### src/rtl/core/row_correlation_matrix_core_macros.svh
// Assertion helpers; the asserting module provides clk and rst_n.
`ifndef ROW_CORRELATION_MATRIX_CORE_MACROS_SVH
`define ROW_CORRELATION_MATRIX_CORE_MACROS_SVH

// Same-cycle implication.
`define RCM_ASSERT_IMP(label, ante, cons, msg) \
  label: assert property (@(posedge clk) disable iff (!rst_n) (ante) |-> (cons)) \
    else $error(msg);

// Next-cycle implication.
`define RCM_ASSERT_NXT(label, ante, cons, msg) \
  label: assert property (@(posedge clk) disable iff (!rst_n) (ante) |=> (cons)) \
    else $error(msg);

`endif

### src/rtl/core/rcm_pkg.sv
package rcm_pkg;

  localparam int MAX_ROWS_DEF = 8;
  localparam int MAX_COLS_DEF = 256;

  localparam int SAMPLE_W   = 32;
  localparam int CORR_W     = 32;
  localparam int IDX_W      = 3;
  localparam int ROWCNT_W   = 4;
  localparam int COLCNT_W   = 9;
  localparam int CFG_IDX_W  = 2;
  localparam int CFG_DATA_W = 9;

  localparam logic [CFG_IDX_W-1:0] CFG_ROW_COUNT = 2'd0;
  localparam logic [CFG_IDX_W-1:0] CFG_COL_COUNT = 2'd1;
  localparam logic [CFG_IDX_W-1:0] CFG_SAFE_MODE = 2'd2;

  localparam int SC_W   = 25;
  localparam int UQ_W   = 31;
  localparam int UNIT_W = 32;
  localparam int ACC_W  = 64;
  localparam int FRAC_W = 30;

  localparam longint ONE_Q30 = 64'sd1073741824;
  localparam longint EPS_Q30 = 64'sd10737;
  localparam longint CORR_MAX = 64'sd2147483647;
  localparam longint CORR_MIN = -64'sd2147483648;

  typedef struct packed {
    logic busy;
    logic done;
  } unit_sts_t;

  typedef enum logic [11:0] {
    S_LOAD  = 12'b0000_0000_0001,
    S_SUM   = 12'b0000_0000_0010,
    S_DEV   = 12'b0000_0000_0100,
    S_SCALE = 12'b0000_0000_1000,
    S_SQ    = 12'b0000_0001_0000,
    S_SQRT  = 12'b0000_0010_0000,
    S_DIV   = 12'b0000_0100_0000,
    S_NEXT  = 12'b0000_1000_0000,
    S_DOT   = 12'b0001_0000_0000,
    S_FIN   = 12'b0010_0000_0000,
    S_OUT   = 12'b0100_0000_0000,
    S_ERR   = 12'b1000_0000_0000
  } state_t;

endpackage

### src/rtl/core/rcm_div.sv
module rcm_div import rcm_pkg::*; #(
  parameter int DEN_W = 30
) (
  input  logic             clk,
  input  logic             rst_n,
  input  logic             start,
  input  logic [SC_W-1:0]  mag,
  input  logic [DEN_W-1:0] den,
  output logic [UQ_W-1:0]  quot,
  output unit_sts_t        sts
);

  localparam int CNT_W = $clog2(UQ_W + 1);

  logic [DEN_W-1:0] rem_r;
  logic             nb_r;
  logic [UQ_W-1:0]  q_r;
  logic [CNT_W-1:0] cnt_r;
  logic             busy_r, done_r;
  logic [DEN_W:0]   t;
  logic             ge;

  assign t  = {rem_r, nb_r};
  assign ge = t >= {1'b0, den};

  always_ff @(posedge clk) begin
    if (!rst_n) begin
      busy_r <= 1'b0;
      done_r <= 1'b0;
      cnt_r  <= '0;
    end else begin
      done_r <= 1'b0;
      if (start) begin
        rem_r  <= DEN_W'(mag >> 1);
        nb_r   <= mag[0];
        cnt_r  <= CNT_W'(UQ_W);
        busy_r <= 1'b1;
      end else if (busy_r) begin
        rem_r <= ge ? DEN_W'(t - {1'b0, den}) : DEN_W'(t);
        q_r   <= {q_r[UQ_W-2:0], ge};
        nb_r  <= 1'b0;
        cnt_r <= cnt_r - 1'b1;
        if (cnt_r == CNT_W'(1)) begin
          busy_r <= 1'b0;
          done_r <= 1'b1;
        end
      end
    end
  end

  assign quot     = q_r;
  assign sts.busy = busy_r;
  assign sts.done = done_r;

endmodule

### config.mk
export PLATFORM = sky130hd
export DESIGN_NAME = rcm_div
export DESIGN_NICKNAME = d
export VERILOG_FILES = /design/src/rtl/core/row_correlation_matrix_core_macros.svh /design/src/rtl/core/rcm_pkg.sv /design/src/rtl/core/rcm_div.sv
export SDC_FILE = /design/constraint.sdc
export NUM_CORES = 1
export LEC_CHECK = 0
export BUFFER_PORTS_ARGS = -buffer_cell sky130_fd_sc_hd__buf_2
export CAP_MARGIN = 20
export CELL_PAD_IN_SITES_DETAIL_PLACEMENT = 1
export CELL_PAD_IN_SITES_GLOBAL_PLACEMENT = 2
export CORE_ASPECT_RATIO = 0.7
export CORE_MARGIN = 4
export CORE_UTILIZATION = 35
export CTS_CLUSTER_DIAMETER = 60
export DETAILED_ROUTE_END_ITERATION = 8
export HOLD_SLACK_MARGIN = 0.1
export PLACE_DENSITY = 0.78
export REMOVE_ABC_BUFFERS = 1
export SLEW_MARGIN = 40
export SYNTH_ARGS = -nofsm -noshare
export SYNTH_HDL_FRONTEND = slang
export SYNTH_SLANG_ARGS = --single-unit
### constraint.sdc
create_clock -name clk -period 4.25 [get_ports clk]
set_input_delay 0.85 -clock clk [delete_from_list [all_inputs] [get_ports clk]]
set_output_delay 0.85 -clock clk [all_outputs]
set_load 0.005 [all_outputs]
==> out/results.txt <==
Result of the run - complete, no violations
Clock tree from TritonCTS - done
Hold Fails Final Rpt - 0
Post-route antenna net violation count - 0
Combined global-route utilization of all metal layers - 17.4%
Antenna diode instance count - 0
Post-route clock skew - 0.0144 ns
Shortest period the worst path allows - 3.33 ns
Most area-consuming cells after synthesis - edfxtp_1 40%, ha_1 8.6%, nand2_1 4.2%
Final total negative setup slack - 0 ns
Congestion Overflow GR - 0
Maximum Capacitance Violations - 0
Startpoint type of the worst setup path - primary input
Arrival time of the worst setup path - 3.43 ns
Via density per instance - 5.30
Critical path class - primary input to flip-flop
R2r worst-path depth - 12
Maximum clock path buffer count - 2
Fraction of synthesis flops using an asynchronous set or reset pin - 0%
Die Span Y - 105 um
RSZ-0062 raised after global routing - false
Average routed wire per standard cell - 17.9 um
Leading cell type by number of instances after synthesis - edfxtp_1
Worst-margin pin slew - 0.496 ns
Crit path max fanout - 4
Net count of the finished layout - 649
Setup violators final - 0
Die ar. - 15300 sq um
Post-CTS repair timing setup buffer count - 0
Number of enable-type register cells in the synthesized netlist - 62
Cells along the critical path - buf_2 > ha_1 > inv_1 > fa_1 > a21o_1 > a221oi_2 > a311o_2 > a31oi_2 > nor2_1 > xor2_1 > nor3_1 > a221o_1
Std-Cell Core Area - 13100 sq um
Max-slew headroom - 66.9%
HP Class - flip-flop to flip-flop
Residual DRC - 0
Number of max-slew violations in the final report - 0
Data required time at the worst endpoint - 4.35 ns
Wire length of the first global-routing pass - 21400 um
Total half-perimeter wirelength after legalization and detailed placement - 9990 um
Worst hold path depth - 0
Total of cells resized after clock tree synthesis - 0
Post-layout util - 42.3%
Worst Hold Path EP - quot[10]$_DFFE_PP_
Clock transition at the registers of the reported paths - 0.07 ns
Number of global-route vias before repair - 3971
Leading area contributor after synthesis - edfxtp_1
Synth warn - 0
Average footprint of a synthesized cell - 9.90 sq um
Delay of the slowest cell on the worst path - 0.45 ns
Final worst path period share - 78.4%
Top cell types by occurrence after synthesis - 62 x edfxtp_1, 52 x nand2_1, 41 x inv_1
Vias - 3863
Router iterations before antenna repair - 4
Post-synthesis cell area - 4680 sq um
Signed area change from the synthesized netlist to the final layout - 18.7%
Fraction of layout instances using a drive strength above 1 - 23.6%
Detailed Route Iter0 Violations - 232
Cts bufs inserted - 9
Share of synthesized area occupied by flip-flops and latches - 42.8%
Yosys reg bits - 69
Power density normalized to cell area - 393 nW/um^2
Maximum level of the CTS H-tree - 3
Buffers on Ports - 90
Largest net degree at the start of global routing - 45
Worst reg2reg startpoint - nb_r$_SDFFCE_PN0P_
Clock root buffer - clkbuf_16
Cells after Synth - 473
Slack of the worst reg-to-reg path - 1.06 ns
Capturing point of the worst reg2reg path - rem_r[18]$_DFFE_PP_
Maximum frequency from static timing analysis - 0.300 GHz
Initial Util - 35.6%
Number of antenna violations at the first check in global routing - 0
Top-level port count - 91
Dominant register cell in the synthesized netlist - edfxtp_1
Final routed wirelength across all metal layers - 13100 um
Slowest cell on the critical path - a221oi_2
Crit end category - flip-flop
Horizontal extent of the die - 146 um
CTS Sinks - 69
Rows - 35
Area share of the largest cell type after synthesis - 39.8%
Worst-Skew Late Latency - 0.34 ns
Number of hold buffers added after cts - 0
Leakage power - 2.37 nW
Worst hold start - quot[9]$_DFFE_PP_
Count of unique library cells instantiated by Yosys - 70
Post-Route Hold Slack - 0.441 ns
Final Wtd Congestion - 0.839
Maximum VDD drop - 0.000185 V
-- report_power, final --
group / switching, W / internal (W) / total, W / leakage [nW]
Combinational: 0.000369 / 0.000254 / 0.000623 / 1.59
Clock: 0.000321 / 0.000416 / 0.000737 / 0.144
Sequential: 0.0000275 / 0.000798 / 0.000825 / 0.640
-- logic make-up after synthesis --
family | count (synthesis) | synth area share, %
simple gates | 136 | 14.6
compound gates | 129 | 19.4
flops | 69 | 42.8
buf+inv | 64 | 5.80
fa+ha+maj | 33 | 8.98
xor+xnor | 29 | 5.43
mux | 13 | 2.94
-- metal layers --
layer	global-route usage, %	wire, um	vias to the layer above
met1	27.1	7070	1856
met4	4.50	193	0
met3	3.38	525	11
met2	24.4	5260	82
li1	-	-	1914
met5	0	0	-
-- worst max path at each step --
stage	start	to	cells after the start
finish	den[0]	rem_r[18]$_DFFE_PP_	12
global route	den[10]	rem_r[0]$_DFFE_PP_	12
CTS	den[10]	rem_r[0]$_DFFE_PP_	12
detailed placement	den[10]	rem_r[18]$_DFFE_PP_	12
global placement	den[0]	rem_r[12]$_DFFE_PP_	12
floorplan	den[14]	rem_r[12]$_DFFE_PP_	11
-- worst max-delay path: cells and delay by family --
family	cells	cell delay [ns]
xor gates and xnor gates	1	0.19
and+or+nand+nor	2	0.31
AOI/OAI and AO/OA	5	1.40
buffers and inverters	2	0.14
adders and majority gates	2	0.56
-- sequential cells by signal (all words and copies together) (netlist names) --
register,count
cnt_r,5
done_r,1
quot,31
rem_r,30
busy_r,1
nb_r,1
-- cells in the final DEF, fill, tap and decap left out, types with 3 or more instances in the layout --
cell type / netlist / routed
nor4_1: 3 / 3
nor3_1: 9 / 9
o311ai_0: 12 / 12
and3_1: 9 / 9
ha_1: 32 / 32
nand2_1: 52 / 52
buf_4: 3 / 6
nand3b_1: 13 / 13
inv_6: 1 / 3
a211oi_1: 6 / 6
o21a_1: 9 / 9
o21ai_0: 24 / 24
edfxtp_1: 62 / 62
inv_1: 41 / 41
xor2_1: 14 / 14
nor2_1: 20 / 19
nand3_1: 6 / 6
a21oi_2: 3 / 3
a21oi_1: 29 / 29
mux2i_1: 10 / 10
buf_2: 5 / 90
dfxtp_1: 7 / 7
xnor2_1: 15 / 15
inv_4: 0 / 3
a21o_1: 9 / 9
clkbuf_16: 0 / 9
a221o_1: 4 / 4
nor2b_1: 6 / 6
o21ai_1: 3 / 3
nand4_1: 5 / 5
o21bai_1: 3 / 3
-- metrics by stage --
stage          power [W]  setup slack (ns)  instance area (sq um)  cells
4_1_cts          0.00221             0.973                   5560    729
3_3_place_gp     0.00144             0.642                   5280    713
6_report         0.00219             0.917                   5560    729
2_1_floorplan    0.00126             0.748                   4570    451
3_5_place_dp     0.00146             0.610                   5280    713
5_1_grt          0.00231             0.744                   5560    729
-- layout make-up --
type                       instances  area, sq um
fill                            1533         7580
multi-input combinational        340         2410
sequential                        69         2000
timing repair buffer              96          495
clock buffer                      10          239
tap                              166          208
inverter                          42          163
clock inverter                     6         41.3
No activity file was read; power rests on OpenSTA's default activity.
