[config.mk]
export PLATFORM = sky130hd
export DESIGN_NAME = rcm_sqrt
export DESIGN_NICKNAME = d
export VERILOG_FILES = /design/src/rtl/core/row_correlation_matrix_core_macros.svh /design/src/rtl/core/rcm_pkg.sv /design/src/rtl/core/rcm_sqrt.sv
export SDC_FILE = /design/constraint.sdc
export NUM_CORES = 1
export LEC_CHECK = 0
export BUFFER_PORTS_ARGS = -buffer_cell sky130_fd_sc_hd__buf_2
export CELL_PAD_IN_SITES_DETAIL_PLACEMENT = 0
export CELL_PAD_IN_SITES_GLOBAL_PLACEMENT = 2
export CORE_MARGIN = 3
export CORE_UTILIZATION = 28
export CTS_CLUSTER_SIZE = 40
export DETAILED_ROUTE_END_ITERATION = 7
export GPL_ROUTABILITY_DRIVEN = 1
export PLACE_DENSITY = 0.63
export SYNTH_ARGS = -nofsm -noshare
export SYNTH_HDL_FRONTEND = slang
export SYNTH_SLANG_ARGS = --single-unit
[constraint.sdc]
create_clock -name clk -period 8.7 [get_ports clk]
set_clock_uncertainty 0.1 [all_clocks]
set_input_delay 1.74 -clock clk [delete_from_list [all_inputs] [get_ports clk]]
set_output_delay 1.74 -clock clk [all_outputs]
set_load 0.01 [all_outputs]
[src/rtl/core/row_correlation_matrix_core_macros.svh]
// Assertion helpers; the asserting module provides clk and rst_n.
`ifndef ROW_CORRELATION_MATRIX_CORE_MACROS_SVH
`define ROW_CORRELATION_MATRIX_CORE_MACROS_SVH

// Same-cycle implication.
`define RCM_ASSERT_IMP(label, ante, cons, msg) \
  label: assert property (@(posedge clk) disable iff (!rst_n) (ante) |-> (cons)) \
    else $error(msg);

// Next-cycle implication.
`define RCM_ASSERT_NXT(label, ante, cons, msg) \
  label: assert property (@(posedge clk) disable iff (!rst_n) (ante) |=> (cons)) \
    else $error(msg);

`endif

[src/rtl/core/rcm_pkg.sv]
package rcm_pkg;

  localparam int MAX_ROWS_DEF = 8;
  localparam int MAX_COLS_DEF = 256;

  localparam int SAMPLE_W   = 32;
  localparam int CORR_W     = 32;
  localparam int IDX_W      = 3;
  localparam int ROWCNT_W   = 4;
  localparam int COLCNT_W   = 9;
  localparam int CFG_IDX_W  = 2;
  localparam int CFG_DATA_W = 9;

  localparam logic [CFG_IDX_W-1:0] CFG_ROW_COUNT = 2'd0;
  localparam logic [CFG_IDX_W-1:0] CFG_COL_COUNT = 2'd1;
  localparam logic [CFG_IDX_W-1:0] CFG_SAFE_MODE = 2'd2;

  localparam int SC_W   = 25;
  localparam int UQ_W   = 31;
  localparam int UNIT_W = 32;
  localparam int ACC_W  = 64;
  localparam int FRAC_W = 30;

  localparam longint ONE_Q30 = 64'sd1073741824;
  localparam longint EPS_Q30 = 64'sd10737;
  localparam longint CORR_MAX = 64'sd2147483647;
  localparam longint CORR_MIN = -64'sd2147483648;

  typedef struct packed {
    logic busy;
    logic done;
  } unit_sts_t;

  typedef enum logic [11:0] {
    S_LOAD  = 12'b0000_0000_0001,
    S_SUM   = 12'b0000_0000_0010,
    S_DEV   = 12'b0000_0000_0100,
    S_SCALE = 12'b0000_0000_1000,
    S_SQ    = 12'b0000_0001_0000,
    S_SQRT  = 12'b0000_0010_0000,
    S_DIV   = 12'b0000_0100_0000,
    S_NEXT  = 12'b0000_1000_0000,
    S_DOT   = 12'b0001_0000_0000,
    S_FIN   = 12'b0010_0000_0000,
    S_OUT   = 12'b0100_0000_0000,
    S_ERR   = 12'b1000_0000_0000
  } state_t;

endpackage

[src/rtl/core/rcm_sqrt.sv]
module rcm_sqrt import rcm_pkg::*; #(
  parameter int VAL_W = 60
) (
  input  logic               clk,
  input  logic               rst_n,
  input  logic               start,
  input  logic [VAL_W-1:0]   val,
  output logic [VAL_W/2-1:0] root,
  output unit_sts_t          sts
);

  logic [VAL_W-1:0] v_r, r_r, bit_r;
  logic             busy_r, done_r;
  logic [VAL_W:0]   trial;
  logic             ge;

  assign trial = {1'b0, r_r} + {1'b0, bit_r};
  assign ge    = {1'b0, v_r} >= trial;

  always_ff @(posedge clk) begin
    if (!rst_n) begin
      busy_r <= 1'b0;
      done_r <= 1'b0;
    end else begin
      done_r <= 1'b0;
      if (start) begin
        v_r    <= val;
        r_r    <= '0;
        bit_r  <= VAL_W'(1) << (VAL_W - 2);
        busy_r <= 1'b1;
      end else if (busy_r) begin
        if (ge) begin
          v_r <= v_r - trial[VAL_W-1:0];
          r_r <= (r_r >> 1) + bit_r;
        end else begin
          r_r <= r_r >> 1;
        end
        bit_r <= bit_r >> 2;
        if (bit_r == VAL_W'(1)) begin
          busy_r <= 1'b0;
          done_r <= 1'b1;
        end
      end
    end
  end

  assign root     = r_r[VAL_W/2-1:0];
  assign sts.busy = busy_r;
  assign sts.done = done_r;

endmodule

==> impl_results.md, run 1 <==
* Post_cts resized at 0
* TritonRoute pass-1 iters at 6
* Full die area at around 0.055 mm^2
* Largest net degree at the start of global routing at 86
* # placed instances at 2390
* Chip Width at 235.1 um
* I/O Buffers at between 90 and 100
* WL per Instance at 21.09 um
* Post-CTS Setup Bufs at 0
* Area of the multi-input gates at roughly 0.0094 mm^2
* Rel. slew slack at 28.77%
* Diodes inserted at 0
* Synthesized cell area at between 0.01 and 0.015 mm^2
* Post-synth EDFFs at 150
* Initial core utilization at 28.48%
* Io pins at 95
* Final min period at 6.903 ns
* Hold Vio Cnt, Final at 0
* RSZ-0062 raised after global routing: no
* Asr flop ratio synth at 0%
* Setup total negative slack at 0 ns
* Min-Delay Path Class: register to register
* Slew Limit Fails at 0
* Num CTS Buffers at 17
* CTS tree: done
* First-pass GRT wire length at between 70000 and 80000 um
* Routed Wire Length at 51090 um
* Worst setup EP type: register
* Mapped Avg Cell Area at 8.507 um^2
* Hpwl dp at just under 40000 um
* Final nets at 1915
* Initial antenna violation count at 0
* Leakage Power at 5.931 nW
* Cts hold-fix bufs at 0
* Fraction of layout cells with a size suffix above 1 at 10.79%
* Longest Clk Path Bufs at 2
* Rows at 83
* Die height at between 200 and 250 um
* H-tree levels at 4
* Drt initial violations at 855
* Max Clk Rate at about 0.14 GHz
* Worst Path Max Fanout at 23
* Worst EP arrival at 6.97 ns
* Distinct cells, synth at 80
* Max cap viols at 0
* Vias in the first global route at 13170
* Period utilisation layout at 79.35%
* Tot Pwr at between 3 and 4 mW
* Worst-Skew Late Latency at 0.49 ns
* DR vias/cell at 5.481
* Prevailing post-synth register cell: edfxtp_1
* Synth area leaders: edfxtp_1 (31%), ha_1 (10%), a21oi_1 (4.8%), nand2_1 (4.7%), o21ai_0 (4.7%)
* Root Buffer: clkbuf_16
* Fillers at 5524
* Status: finished clean
* Core ar. at 0.05161 mm^2
* Clock transition at path regs at 0.07 ns
* Final setup fails at 0
* WP data required at roughly 8.8 ns
* Pwr Density at about 210 mW/mm^2
* Vias at 13280
* Overflow left after global routing at 0
* Sequential cell area at 0.004544 mm^2
* Yosys top cell area share at 30.64%
* Final Util at a little under a third
* Sequential-to-total area share from yosys stat at around 31%
* RD Place Congestion at 0.8374
* Synth-to-layout area growth at 9.499%
* Final Cell Area at 0.01610 mm^2
* Actual slew at the worst max-slew pin at 1.059 ns
* Antenna viol nets, final at 0
* WS Path Type: register to register
* Startpoint Class: register
* Syn nets at 1914
* Placed cell area at 0.01549 mm^2
* Cells after Synth at 1728
* GRT Total Usage at between 10% and 20%
* DRC at 0
* Worst vdd ir at 106.5 uV
* Synthesis-stage register bit count at 152
* Clk sinks at 152
* Synth warn at 0
* Layout Cells excl Fill at 2422
* Post-synth top area cell: edfxtp_1
==> area by class of cell <==
type,instances,share of cell area (%)
well taps,680,5.286
multi-input cells,1409,58.24
clock buffers,19,2.689
flip-flops and latches,152,28.23
clock inverters,13,1.049
inverters,44,1.026
repair buffers,105,3.475
==> cell usage in the layout (no fill, tap or decap), types with 46 or more instances in the layout <==
| cell type | synthesis | routed |
|---|---|---|
| a21o_1 | 46 | 46 |
| ha_1 | 122 | 122 |
| a31oi_1 | 70 | 70 |
| buf_2 | 33 | 93 |
| xor2_1 | 76 | 76 |
| o21ai_0 | 139 | 139 |
| edfxtp_1 | 150 | 150 |
| nor2_1 | 106 | 105 |
| xnor2_1 | 61 | 61 |
| a21oi_1 | 141 | 141 |
| nand2_1 | 186 | 186 |
==> metal layers <==
layer | share of wire, % | track usage [%] | vias up
met3 | 4.1 | 3.515 | 50
met2 | 49 | 31.46 | 253
met4 | 2.1 | 5.825 | 0
met5 | 0 | 0 | -
met1 | 45 | 22.91 | 6449
li1 | - | - | 6524
==> flip-flops by register name (all words and copies together) (netlist names) <==
name	flops
done_r	1
v_r	60
busy_r	1
r_r	60
bit_r	30
==> cells by family after synthesis <==
logic type	after synthesis	synth area share [%]
adders and majority gates	123	10.52
AOI/OAI and AO/OA	607	27.02
muxes	4	0.2809
and+or+nand+nor	538	17.61
xor gates and xnor gates	137	8.162
buffers and inverters	167	5.490
DFF	152	30.91
==> report_power, final <==
group / switching, mW / internal (mW)
sequential: 0.0949 / 0.927
clock: 0.354 / 0.454
combinational: 0.973 / 0.586
==> critical path, cell delays in order, from the launching register on <==
cell and delay (ns):
edfxtp_1 0.45, ha_1 0.38, a31o_2 0.24, a31oi_1 0.31, o21ai_1 0.19, a211oi_2 0.49, o21ai_1 0.20, o31a_1 0.34
a31oi_4 0.28, o211ai_1 0.18, a31oi_1 0.25, xor2_1 0.13, ha_1 0.38, nand4_1 0.16, nor2_1 0.13, nand3_1 0.13
or3_1 0.39, nor4_1 0.28, or4_1 0.18, o21a_2 0.17, o21ai_4 0.06, nor2_2 0.14, o21a_2 0.60, buf_4 0.41
==> through the flow <==
step	setup WS [ns]	hold slack [ns]
3_5_place_dp	1.766	0.3983
4_1_cts	1.742	0.4078
3_3_place_gp	1.980	0.3990
5_1_grt	1.278	0.4265
6_report	1.797	0.4079
2_1_floorplan	1.848	0.3751
==> cell usage after synthesis, drive strengths merged, types with 25 or more instances <==
master / count
nand2: 186
edfxtp: 150
o21ai: 145
a21oi: 141
ha: 122
nor2: 106
xor2: 76
a31oi: 71
buf: 71
xnor2: 61
clkbuf: 52
a21o: 46
nor3: 45
inv: 43
nand3: 40
nand4: 39
nor2b: 38
a211oi: 28
o21bai: 25
==> path summary, 6_finish.rpt <==
kind / start / to / slack, ns / depth (start not counted)
hold / removal: busy_r$_SDFF_PN0_ / done_r$_SDFF_PP0_ / 0.41 / 1
setup / recovery: r_r[2]$_SDFFCE_PP0P_ / v_r[45]$_DFFE_PP_ / 1.80 / 23
hold reg to reg: busy_r$_SDFF_PN0_ / done_r$_SDFF_PP0_ / 0.41 / 1
setup reg to reg: r_r[2]$_SDFFCE_PP0P_ / v_r[45]$_DFFE_PP_ / 1.80 / 23
(Power assumes the default switching activity.)
==> inputs of run 2 (changes only) <==
--- a/config.mk
+++ b/config.mk
@@ -13,7 +13,7 @@
 export CTS_CLUSTER_SIZE = 40
 export DETAILED_ROUTE_END_ITERATION = 7
 export GPL_ROUTABILITY_DRIVEN = 1
-export PLACE_DENSITY = 0.63
+export PLACE_DENSITY = 0.65
 export SYNTH_ARGS = -nofsm -noshare
 export SYNTH_HDL_FRONTEND = slang
 export SYNTH_SLANG_ARGS = --single-unit
==> constraint.sdc (replaced) <==
create_clock -name clk -period 6.05 [get_ports clk]
set_clock_uncertainty 0.1 [all_clocks]
set_input_delay 1.21 -clock clk [delete_from_list [all_inputs] [get_ports clk]]
set_output_delay 1.21 -clock clk [all_outputs]
set_load 0.01 [all_outputs]
==> run 2 against run 1 <==
  * Count of clock-buffer cells in the layout did not move
  * Power rose by 49%
  * Wire length rose by 2.2%
  * Setup slack got worse by 1.7 ns
  * Global-route usage rose by 0.32 points
  * Register-to-register slack got worse by 1.7 ns
  * Final cell count rose by 3.7%
  * Utilization rose by 2.0 points
  * Worst hold slack improved by 0.0024 ns
  * Non-clock buffer count rose by 91
  * Critical endpoint is now v_r[8]$_DFFE_PP_
  * Largest cell class unchanged
==> impl_results.md, run 2 (same netlist as run 1, synthesis figures left out) <==
* Overflow left after global routing at 0 (unchanged)
* Routing usage on met2 at 32.19% (was 31.46%)
* Largest net degree at the start of global routing at 83 (was 86)
* Worst EP arrival at 6.03 ns (was 6.97 ns)
* Worst Setup Slack, final at 0.1462 ns (was 1.797 ns)
* Diodes inserted at 0 (unchanged)
* Full die area at 0.05529 mm^2 (unchanged)
* Slowest stage delay, CP at 0.54 ns (was 0.60 ns)
* Met1 Use GR at 23.69% (was 22.91%)
* Hold Vio Cnt, Final at 0 (unchanged)
* WP data required at 6.18 ns (was 8.77 ns)
* Pwr Density at 295.7 mW/mm^2 (was 210.5 mW/mm^2)
* Commonest non-fill, non-tap cell in the layout: nand2_1 (unchanged)
* Worst setup EP type: register (unchanged)
* Routed Wire Length at 52230 um (was 51090 um)
* Final Util at 33.15% (was 31.19%)
* Root Buffer: clkbuf_16 (unchanged)
* Placed cell area at 0.01620 mm^2 (was 0.01549 mm^2)
* Drt initial violations at 980 (was 855)
* GRT Total Usage at 18.55% (was 18.23%)
* RSZ-0062 raised after global routing: no (unchanged)
* Initial core utilization at 28.48% (unchanged)
* Io pins at 95 (unchanged)
* Final nets at 2006 (was 1915)
* Biggest regs: r_r x60, v_r x60, bit_r x30 (unchanged)
* Longest Clk Path Bufs at 2 (unchanged)
* Period utilisation layout at 97.58% (was 79.35%)
* Chip Width at 235.1 um (unchanged)
* Startpoint Class: register (unchanged)
* Cts hold-fix bufs at 0 (unchanged)
* Worst-Skew Late Latency at 0.50 ns (was 0.49 ns)
* Die height at 235.1 um (unchanged)
* Vias at 13600 (was 13280)
* # placed instances at 2468 (was 2390)
* Setup total negative slack at 0 ns (unchanged)
* Min-Delay Path Class: register to register (unchanged)
* Vias in the first global route at 13470 (was 13170)
* Final Cell Area at 0.01711 mm^2 (was 0.01610 mm^2)
* Rows at 83 (unchanged)
* Met3 global-route usage at 2.894% (was 3.515%)
* Final setup fails at 0 (unchanged)
* Tot Pwr at 5.060 mW (was 3.389 mW)
* Clk sinks at 152 (unchanged)
* Max cap viols at 0 (unchanged)
* Hpwl dp at 40460 um (was 39010 um)
* Critical-path cell list: ha_4 -> a31o_4 -> a31oi_4 -> o21ai_4 -> a211oi_4 -> o21ai_2 -> o31a_1 -> a31oi_4 -> buf_4 -> xor2_1 -> ha_1 -> nand4_1 -> nor3_2 -> and3_1 -> nand4_1 -> nor4_1 -> or4_1 -> o21a_2 -> o21ai_4 -> nor2_4 -> o21a_2 -> buf_4 (was ha_1 -> a31o_2 -> a31oi_1 -> o21ai_1 -> a211oi_2 -> o21ai_1 -> o31a_1 -> a31oi_4 -> o211ai_1 -> a31oi_1 -> xor2_1 -> ha_1 -> nand4_1 -> nor2_1 -> nand3_1 -> or3_1 -> nor4_1 -> or4_1 -> o21a_2 -> o21ai_4 -> nor2_2 -> o21a_2 -> buf_4)
* Gr busiest metal: met2 (unchanged)
* Worst Path Max Fanout at 15 (was 23)
* Synth-to-layout area growth at 16.39% (was 9.499%)
* Slowest cell on crit path: or4_1 (was o21a_2)
* First-pass GRT wire length at 80110 um (was 78430 um)
* Worst slack at placement at -0.2538 ns (was 1.766 ns)
* I/O Buffers at 94 (unchanged)
* Fillers at 5451 (was 5524)
* WL per Instance at 20.79 um (was 21.09 um)
* DRC at 0 (unchanged)
* Slew Limit Fails at 0 (unchanged)
* Status: finished clean (unchanged)
* Final min period at 5.904 ns (was 6.903 ns)
* Worst vdd ir at 229.1 uV (was 106.5 uV)
* Num CTS Buffers at 17 (unchanged)
* Rel. slew slack at 37.73% (was 28.77%)
* HP Start: busy_r$_SDFF_PN0_ (unchanged)
* Initial antenna violation count at 1 (was 0)
* CTS tree: done (unchanged)
* DR vias/cell at 5.414 (was 5.481)
* H-tree levels at 4 (unchanged)
* Clock transition at path regs at 0.07 ns (about the same)
* Commonest non-fill, non-tap cells in the layout: nand2_1 (186), edfxtp_1 (150), a21oi_1 (140) (was nand2_1 (186), edfxtp_1 (150), a21oi_1 (141))
* Actual slew at the worst max-slew pin at 0.9340 ns (was 1.059 ns)
* TritonRoute pass-1 iters at 7 (was 6)
* Layout Cells excl Fill at 2512 (was 2422)
* Area of the multi-input gates at 0.009658 mm^2 (was 0.009375 mm^2)
* Core ar. at 0.05161 mm^2 (unchanged)
* Start of the worst register-to-register path: bit_r[2]$_SDFFCE_PP0P_ (was r_r[2]$_SDFFCE_PP0P_)
* Max Clk Rate at 0.1694 GHz (was 0.1449 GHz)
* RD Place Congestion at 0.8717 (was 0.8374)
* WS Path Type: register to register (unchanged)
* Fin Hold WS at 0.4103 ns (was 0.4079 ns)
* Antenna viol nets, final at 0 (unchanged)
* Sequential cell area at 0.004544 mm^2 (unchanged)
* CP startpoint: bit_r[2]$_SDFFCE_PP0P_ (was r_r[2]$_SDFFCE_PP0P_)
* Leakage Power at 6.425 nW (was 5.931 nW)
* Fraction of layout cells with a size suffix above 1 at 17.47% (was 10.79%)
## run 2: cell count changes in the layout (fill, tap and decap cells not counted), moves of 5 or more
cell     before  now
buf_4        11   97
ha_1        122  109
ha_2          0    8
a31oi_1      70   64
ha_4          0    5
o21ai_2       1    6
## run 2: worst paths after layout
path,depth (start not counted),slack (ns),to
worst max-delay path,22,0.15,v_r[8]$_DFFE_PP_
worst min-delay path,1,0.41,done_r$_SDFF_PP0_
worst max register to register,22,0.15,v_r[8]$_DFFE_PP_
worst min register to register,1,0.41,done_r$_SDFF_PP0_
## run 2: final cells by class
cell class	count	area share, %
Clock buffer	19	2.530
Tap cell	680	4.973
Inverter	44	0.9653
Sequential cell	152	26.56
Clock inverter	12	0.9799
Multi-Input combinational cell	1409	56.45
Timing Repair Buffer	196	7.547
## run 2: report_power, final
group | internal [mW] | total [mW] | leakage [nW] | switching [mW]
registers | 1.33 | 1.44 | 1.46 | 0.106
clock network | 0.653 | 1.17 | 0.283 | 0.516
logic | 0.981 | 2.45 | 4.68 | 1.47
total | 2.97 | 5.06 | 6.42 | 2.09
## run 2: worst max-delay path, delay by kind of cell, from the launching register on
| kind | cells | cell delay (ns) |
|---|---|---|
| AO/OA/AOI/OAI | 10 | 2.43 |
| adder cells (fa/ha/maj) | 2 | 0.63 |
| buffers and inverters | 2 | 0.38 |
| AND/OR/NAND/NOR | 7 | 1.33 |
| XOR/XNOR | 1 | 0.29 |
| flip-flops | 1 | 0.46 |
## run 2: timing repair
action	in CTS	in global routing
setup buffers	3	10
resized for setup	8	38
pin swaps	2	17
setup endpoints to repair	120	121
## run 2: per-layer routing
layer | vias up | wire, um
li1 | 6690 | -
met4 | 0 | 1038
met5 | - | 0
met1 | 6597 | 23610
met3 | 49 | 1722
met2 | 265 | 25870
